## src/design/smp_pkg.sv

```systemverilog
// ----------------------------------------------------------------------------
// smp_pkg: shared types and constants for the straight-drive motion profile
// Holds the defaults of the parameters, register indexes, profile modes, the
// controller states and the command and status groups.
// ----------------------------------------------------------------------------
package smp_pkg;

  localparam int POS_BITS_DEF       = 24;
  localparam int GAIN_FRAC_BITS_DEF = 8;

  localparam int DRIVE_MAX = 12000;
  localparam int BOOST_CAP = 65536;
  localparam int MIN_MV    = 2160;
  localparam int LONG_CM   = 25;
  localparam int BIG_DRIFT = 1600;

  // configuration register indexes
  localparam logic [2:0] CFG_DISTANCE = 3'd0;
  localparam logic [2:0] CFG_SPEED    = 3'd1;
  localparam logic [2:0] CFG_REVERSE  = 3'd2;
  localparam logic [2:0] CFG_MODE     = 3'd3;
  localparam logic [2:0] CFG_CPC      = 3'd4;

  // profile modes
  localparam logic [2:0] MODE_FULL      = 3'd0;
  localparam logic [2:0] MODE_ACCEL     = 3'd1;
  localparam logic [2:0] MODE_CONST     = 3'd2;
  localparam logic [2:0] MODE_DECEL     = 3'd3;
  localparam logic [2:0] MODE_ACC_CONST = 3'd4;

  typedef enum logic [1:0] {
    BR_END,
    BR_CONST,
    BR_ACC,
    BR_DEC
  } branch_t;

  typedef enum logic [3:0] {
    S_IDLE,
    S_P1,
    S_P2,
    S_B0,
    S_BWAIT,
    S_GAIN,
    S_M1,
    S_M2,
    S_M3,
    S_PROF,
    S_PD0,
    S_PWAIT,
    S_FIN,
    S_EMIT
  } state_t;

  typedef struct packed {
    logic latch_in;
    logic prep1;
    logic prep2;
    logic div_boost;
    logic gain;
    logic mul1;
    logic mul2;
    logic mul3;
    logic prof;
    logic div_prof;
    logic fin;
    logic emit;
  } cmd_t;

  typedef struct packed {
    logic bypass;
    logic need_bdiv;
    logic need_pdiv;
    logic div_done;
    logic out_free;
  } status_t;

endpackage

```

## src/design/smp_ctrl.sv

```systemverilog
// ----------------------------------------------------------------------------
// smp_ctrl: sequencer of the motion profile
// Steps the datapath through prep, boost, profile and emit phases.
// ----------------------------------------------------------------------------
module smp_ctrl (
  input  logic             clk,
  input  logic             rst,
  input  logic             in_valid,
  output logic             in_ready,
  input  smp_pkg::status_t status,
  output smp_pkg::cmd_t    cmd
);

  smp_pkg::state_t state, state_next;

  always_ff @(posedge clk) begin
    if (rst) begin
      state <= smp_pkg::S_IDLE;
    end else begin
      state <= state_next;
    end
  end

  always_comb begin
    state_next = state;
    case (state)
      smp_pkg::S_IDLE:  if (in_valid) state_next = smp_pkg::S_P1;
      smp_pkg::S_P1:    state_next = status.bypass ? smp_pkg::S_EMIT : smp_pkg::S_P2;
      smp_pkg::S_P2:    state_next = smp_pkg::S_B0;
      smp_pkg::S_B0:    state_next = status.need_bdiv ? smp_pkg::S_BWAIT : smp_pkg::S_GAIN;
      smp_pkg::S_BWAIT: if (status.div_done) state_next = smp_pkg::S_GAIN;
      smp_pkg::S_GAIN:  state_next = smp_pkg::S_M1;
      smp_pkg::S_M1:    state_next = smp_pkg::S_M2;
      smp_pkg::S_M2:    state_next = smp_pkg::S_M3;
      smp_pkg::S_M3:    state_next = smp_pkg::S_PROF;
      smp_pkg::S_PROF:  state_next = smp_pkg::S_PD0;
      smp_pkg::S_PD0:   state_next = status.need_pdiv ? smp_pkg::S_PWAIT : smp_pkg::S_FIN;
      smp_pkg::S_PWAIT: if (status.div_done) state_next = smp_pkg::S_FIN;
      smp_pkg::S_FIN:   state_next = smp_pkg::S_EMIT;
      smp_pkg::S_EMIT:  if (status.out_free) state_next = smp_pkg::S_IDLE;
      default:          state_next = smp_pkg::S_IDLE;
    endcase
  end

  always_comb begin
    cmd      = '0;
    in_ready = 1'b0;
    case (state)
      smp_pkg::S_IDLE: begin
        in_ready     = 1'b1;
        cmd.latch_in = in_valid;
      end
      smp_pkg::S_P1:   cmd.prep1 = 1'b1;
      smp_pkg::S_P2:   cmd.prep2 = 1'b1;
      smp_pkg::S_B0:   cmd.div_boost = status.need_bdiv;
      smp_pkg::S_GAIN: cmd.gain = 1'b1;
      smp_pkg::S_M1:   cmd.mul1 = 1'b1;
      smp_pkg::S_M2:   cmd.mul2 = 1'b1;
      smp_pkg::S_M3:   cmd.mul3 = 1'b1;
      smp_pkg::S_PROF: cmd.prof = 1'b1;
      smp_pkg::S_PD0:  cmd.div_prof = status.need_pdiv;
      smp_pkg::S_FIN:  cmd.fin = 1'b1;
      smp_pkg::S_EMIT: cmd.emit = status.out_free;
      default: ;
    endcase
  end

endmodule

```

## config.mk

```make
export PLATFORM = sky130hd
export DESIGN_NAME = smp_ctrl
export DESIGN_NICKNAME = d
export VERILOG_FILES = /design/src/design/smp_pkg.sv /design/src/design/smp_ctrl.sv
export SDC_FILE = /design/constraint.sdc
export NUM_CORES = 1
export LEC_CHECK = 0
export BUFFER_PORTS_ARGS = -buffer_cell sky130_fd_sc_hd__buf_2
export CAP_MARGIN = 20
export CORE_AREA = 4 4 41 43
export DETAILED_ROUTE_END_ITERATION = 12
export DIE_AREA = 0 0 45 47
export GPL_ROUTABILITY_DRIVEN = 0
export PLACE_DENSITY = 0.74
export SLEW_MARGIN = 20
export SYNTH_ARGS = -nofsm -noshare
export SYNTH_HDL_FRONTEND = slang
export SYNTH_SLANG_ARGS = --single-unit
export TNS_END_PERCENT = 50
```

## constraint.sdc

```tcl
create_clock -name clk -period 3.43 [get_ports clk]
set_clock_uncertainty 0.2 [all_clocks]
set_input_delay 0.5145 -clock clk [delete_from_list [all_inputs] [get_ports clk]]
set_output_delay 0.5145 -clock clk [all_outputs]
set_load 0.005 [all_outputs]
```

==> metrics, run 1 <==
run status finished clean; total of warnings raised by yosys 0; Core Area 0.00130 sq mm; fillers 150; cell row count 13; data required time at the worst endpoint 2.72 ns; RSZ-0062 raised after global routing false; nets in the synthesized netlist 74; cts bufs inserted 3; commonest cells after routing, fill and taps aside 20 x sky130_fd_sc_hd__buf_2, 11 x sky130_fd_sc_hd__nor2_1, 5 x sky130_fd_sc_hd__nor3_1, 5 x sky130_fd_sc_hd__a21oi_1; part of the Yosys area used for sequential elements 16.9%; placed instance area 544 sq um; initial antenna violation count 0; most common cell after layout, fill and taps aside sky130_fd_sc_hd__buf_2; number of port buffers 20; Critical Path Start Type flop; starting density of the core 36.3%; Post-CTS Hold Buffers 0; total I/O pin count 21; chip height 47 microns; buffers from clock root to sink, at most 2; via count of the first global-routing pass 412; per-cell via count in the routed design 5.10; DIE AREA 0.00212 sq mm; number of antenna-violating nets in the routed design 0; drt initial violations 8; max FFs per register 4; met1 usage 14.1%; fraction of layout cells with a size suffix above 1 33.7%; clock latency on the worst-skew pair 0.23 ns; largest registers state: 4 flops; highest-utilization routing layer at the global route stage met2; wire length of the first global-routing pass 1.76 mm; number of different library cells in the post-synthesis netlist 30; Final Hold Violating Endpoints 0; Wirelength per Cell 11.1 microns; Hold Slack 0.288 ns; WL final 1.09 mm; class of the most critical setup path flop to output port; number of nets in the layout 93; synthesized flop and latch total 4; area growth from synthesis to layout 19.8%; worst setup timing slack at the placement stage 1.49 ns; Synth Cell Area 473 sq um; max-slew violation count 0; Root Buffer Master sky130_fd_sc_hd__clkbuf_4; period utilisation layout 63.9%; crit path max fanout 13; cell count after synthesis 66; tightest slew margin relative to the limit 59.3%; Global Route Usage Sum 11.5%; register ranked first by flip-flop count state; worst voltage drop across the vdd grid 0.474 mV; Post-synth ARST share 0%; GR Layer Usage met3 2.30%; power density normalized to cell area 659 mW/mm^2; Primary FF master, synth sky130_fd_sc_hd__dfxtp_1; multi-input combinational cell area 334 sq um; half-perimeter wire length of the detailed placement result 825 microns; kind of path behind the tightest hold check input pin to flop; Setup Buffers After CTS 0; final sum of negative setup slack 0 ns; proportion of netlist area held by the largest area contributor 16.9%; CTS tree done; global route overflow 0; final non-filler cell area 567 sq um; Reg area 80.1 sq um; post-layout utilization of the core 43.6%; H-Tree Depth 1; maxcap violations 0; DRC errors left 0; slew at the pin with the worst max-slew slack 0.609 ns; number of flops mapped to enable cells by yosys 0; clock edge transition at the registers on the reported setup and hold paths 0.04 ns; final count of negative-setup-slack endpoints 0; Inserted Diodes 0; critical path capture point type output port; syn avg cell area 7.17 sq um; largest net degree at the start of global routing 20; global routing usage on met2 18.4%; achievable frequency 0.456 GHz; minimum setup slack in the final design 1.24 ns; overall via count from detail_route 500; minimum clock period 2.19 ns; library cell with the largest summed area after synthesis sky130_fd_sc_hd__dfxtp_1; Clock Sink Count 4; LEAKAGE 0.270 nW; Die W 45 microns; Initial DRT Pass Iterations 4; data arrival at the endpoint of the critical path 1.48 ns; quantity of gates resized following cts 0; main area contributors after synthesis sky130_fd_sc_hd__dfxtp_1 17%, sky130_fd_sc_hd__nor2_1 8.7%, sky130_fd_sc_hd__buf_6 7.1%
[layer usage]
layer	vias to the layer above	part of all wire (%)
met4	0	1.3
met3	2	6.7
met5	-	0
met2	14	45
met1	215	46
li1	269	-
[worst max-delay path, stage by stage (launching register included)]
cell                      delay, ns
sky130_fd_sc_hd__dfxtp_1       0.61
sky130_fd_sc_hd__or2b_1        0.32
sky130_fd_sc_hd__nor3_1        0.17
sky130_fd_sc_hd__buf_2         0.14
[path summary, 6_finish.rpt]
kind                               start        to  slack [ns]  depth (start not counted)
worst max-delay path            state[1]    cmd[8]        1.24                          3
worst min-delay path                 rst  state[1]        0.29                          2
worst max register to register  state[2]  state[3]        1.66                          3
worst min register to register  state[2]  state[2]        0.55                          2
[Yosys cell counts, types with 2 or more instances]
cell type,instances
sky130_fd_sc_hd__nor4_1,2
sky130_fd_sc_hd__buf_2,2
sky130_fd_sc_hd__a21oi_1,5
sky130_fd_sc_hd__or3_1,2
sky130_fd_sc_hd__nand2b_1,4
sky130_fd_sc_hd__nor3_1,5
sky130_fd_sc_hd__buf_6,3
sky130_fd_sc_hd__nand3_1,2
sky130_fd_sc_hd__dfxtp_1,4
sky130_fd_sc_hd__nor2_1,11
sky130_fd_sc_hd__nor3b_1,3
sky130_fd_sc_hd__inv_1,2
sky130_fd_sc_hd__nand2_1,4
[report_power, final]
part	leakage, nW	switching (mW)	internal, mW	total (mW)
Combinational	0.223	0.0795	0.0991	0.179
Sequential	0.0330	0.0748	0.0634	0.138
Clock	0.0138	0.0178	0.0390	0.0568
Total	0.270	0.172	0.202	0.374
[kinds of logic (layout without fill, tap and decap cells)]
family | after synthesis | after routing | share of synthesized area (%)
buffers and inverters | 9 | 26 | 12.4
AOI/OAI and AO/OA | 14 | 14 | 20.9
adders and majority gates | 1 | 1 | 2.38
muxes | 2 | 2 | 5.29
DFF | 4 | 4 | 16.9
and+or+nand+nor | 36 | 36 | 42.1
[per-stage QoR]
stage / power (mW) / instances
final: 0.374 / 98
after global routing: 0.411 / 98
after CTS: 0.380 / 98
after detailed placement: 0.319 / 95
after global placement: 0.314 / 95
after floorplan: 0.288 / 66
[final cells by class]
cell class | count | share of cell area (%)
tap | 15 | 3.31
timing repair buffer | 20 | 17.7
multi-input combinational | 53 | 58.9
clock buffer | 3 | 3.97
sequential | 4 | 14.1
inverter | 3 | 1.99
No activity file was read; power rests on OpenSTA's default activity.
==> run 2, diff against run 1 <==
Clock period 3.43 ns to 2.1 ns, I/O delays scaled along.
==> metrics, run 2 (same netlist as run 1, synthesis figures left out) <==
clock latency on the worst-skew pair 0.23 ns; class of the most critical setup path flop to output port; WL final 1.08 mm; drt initial violations 6; number of antenna-violating nets in the routed design 0; power density normalized to cell area 1080 mW/mm^2; initial antenna violation count 0; area growth from synthesis to layout 22.2%; Setup Buffers After CTS 0; clock edge transition at the registers on the reported setup and hold paths 0.04 ns; Wirelength per Cell 10.9 microns; final count of negative-setup-slack endpoints 0; total I/O pin count 21; Initial DRT Pass Iterations 4; fraction of layout cells with a size suffix above 1 38.1%; cts bufs inserted 3; number of port buffers 20; RSZ-0062 raised after global routing false; max FFs per register 4; total power after layout 0.625 mW; Post-CTS Hold Buffers 0; count of buffer and inverter cells on the critical path 1; cell with the largest stage delay on the worst path sky130_fd_sc_hd__dfxtp_2; largest delay contributor family on the critical path simple AND/OR/NAND/NOR gates; via count of the first global-routing pass 446; most common cell after layout, fill and taps aside sky130_fd_sc_hd__buf_2; per-cell via count in the routed design 5.26; tightest slew margin relative to the limit 70.2%; crit path max fanout 13; data required time at the worst endpoint 1.58 ns; Die W 45 microns; data arrival at the endpoint of the critical path 1.32 ns; max-slew violation count 0; starting density of the core 36.3%; half-perimeter wire length of the detailed placement result 835 microns; fillers 142; slew at the pin with the worst max-slew slack 0.446 ns; Core Area 0.00130 sq mm; buffers from clock root to sink, at most 2; ordered list of cells on the worst path or2b_1 -> nor3_1 -> buf_2; Inserted Diodes 0; largest registers state: 4 flops; largest net degree at the start of global routing 20; global route overflow 0; maxcap violations 0; Largest stage delay, worst path 0.47 ns; H-Tree Depth 1; commonest cells after routing, fill and taps aside 20 x sky130_fd_sc_hd__buf_2, 11 x sky130_fd_sc_hd__nor2_1, 5 x sky130_fd_sc_hd__nor3_1, 5 x sky130_fd_sc_hd__a21oi_1; achievable frequency 0.545 GHz; quantity of gates resized following cts 0; run status finished clean; period utilisation layout 87.4%; critical path capture point type output port; CTS tree done; number of nets in the layout 94; register ranked first by flip-flop count state; LEAKAGE 0.276 nW; Critical Path Start Type flop; minimum clock period 1.83 ns; Global Route Usage Sum 11.9%; final sum of negative setup slack 0 ns; cell row count 13; worst voltage drop across the vdd grid 0.725 mV; chip height 47 microns; DIE AREA 0.00212 sq mm; Root Buffer Master sky130_fd_sc_hd__clkbuf_4; Clock Sink Count 4; wire length of the first global-routing pass 1.86 mm; overall via count from detail_route 521; DRC errors left 0; Final Hold Violating Endpoints 0; kind of path behind the tightest hold check input pin to flop
==> run 2: worst paths after layout <==
| kind | start | endpoint | slack (ns) | cells after the start |
|---|---|---|---|---|
| worst max-delay path | state[1] | cmd[8] | 0.27 | 3 |
| worst min-delay path | rst | state[1] | 0.08 | 2 |
| worst max register to register | state[2] | state[3] | 0.45 | 3 |
| worst min register to register | state[2] | state[2] | 0.48 | 2 |
==> run 2: worst reg2reg max path: stages, from the launching register on <==
cell and delay, ns:
sky130_fd_sc_hd__dfxtp_1 0.58, sky130_fd_sc_hd__nor3b_1 0.11, sky130_fd_sc_hd__o211a_1 0.27, sky130_fd_sc_hd__o41a_1 0.37
==> run 2: layout make-up <==
| cell class | instances | area (sq um) | share of cell area (%) |
|---|---|---|---|
| clock buffers | 3 | 22.5 | 3.90 |
| repair buffers | 21 | 108 | 18.6 |
| well taps | 15 | 18.8 | 3.25 |
| flip-flops and latches | 4 | 83.8 | 14.5 |
| multi-input cells | 53 | 334 | 57.8 |
| inverters | 3 | 11.3 | 1.95 |
==> run 2: layer usage <==
layer | up-vias | share of wire [%] | global-route usage (%)
met1 | 230 | 47 | 15.9
met4 | 0 | 0 | 7.02
met3 | 0 | 7.7 | 2.68
li1 | 273 | - | -
met5 | - | 0 | 0
met2 | 18 | 45 | 17.5
==> run 2: metrics by stage <==
step / setup slack, ns / util [%] / cells / instance area, sq um / hold slack, ns
global placement: 0.346 / 42.4 / 96 / 552 / 0.350
CTS: 0.114 / 44.1 / 99 / 574 / 0.0810
finish: 0.265 / 44.4 / 99 / 578 / 0.0848
floorplan: 0.469 / - / 66 / 473 / 0.184
detailed placement: 0.369 / 42.4 / 96 / 552 / 0.330
global route: 0.147 / 44.4 / 99 / 578 / 0.0986
==> run 2: where the power goes <==
group / internal [mW] / total (mW) / switching (mW)
Combinational: 0.169 / 0.312 / 0.142
Clock: 0.0637 / 0.0923 / 0.0286
Sequential: 0.109 / 0.221 / 0.113
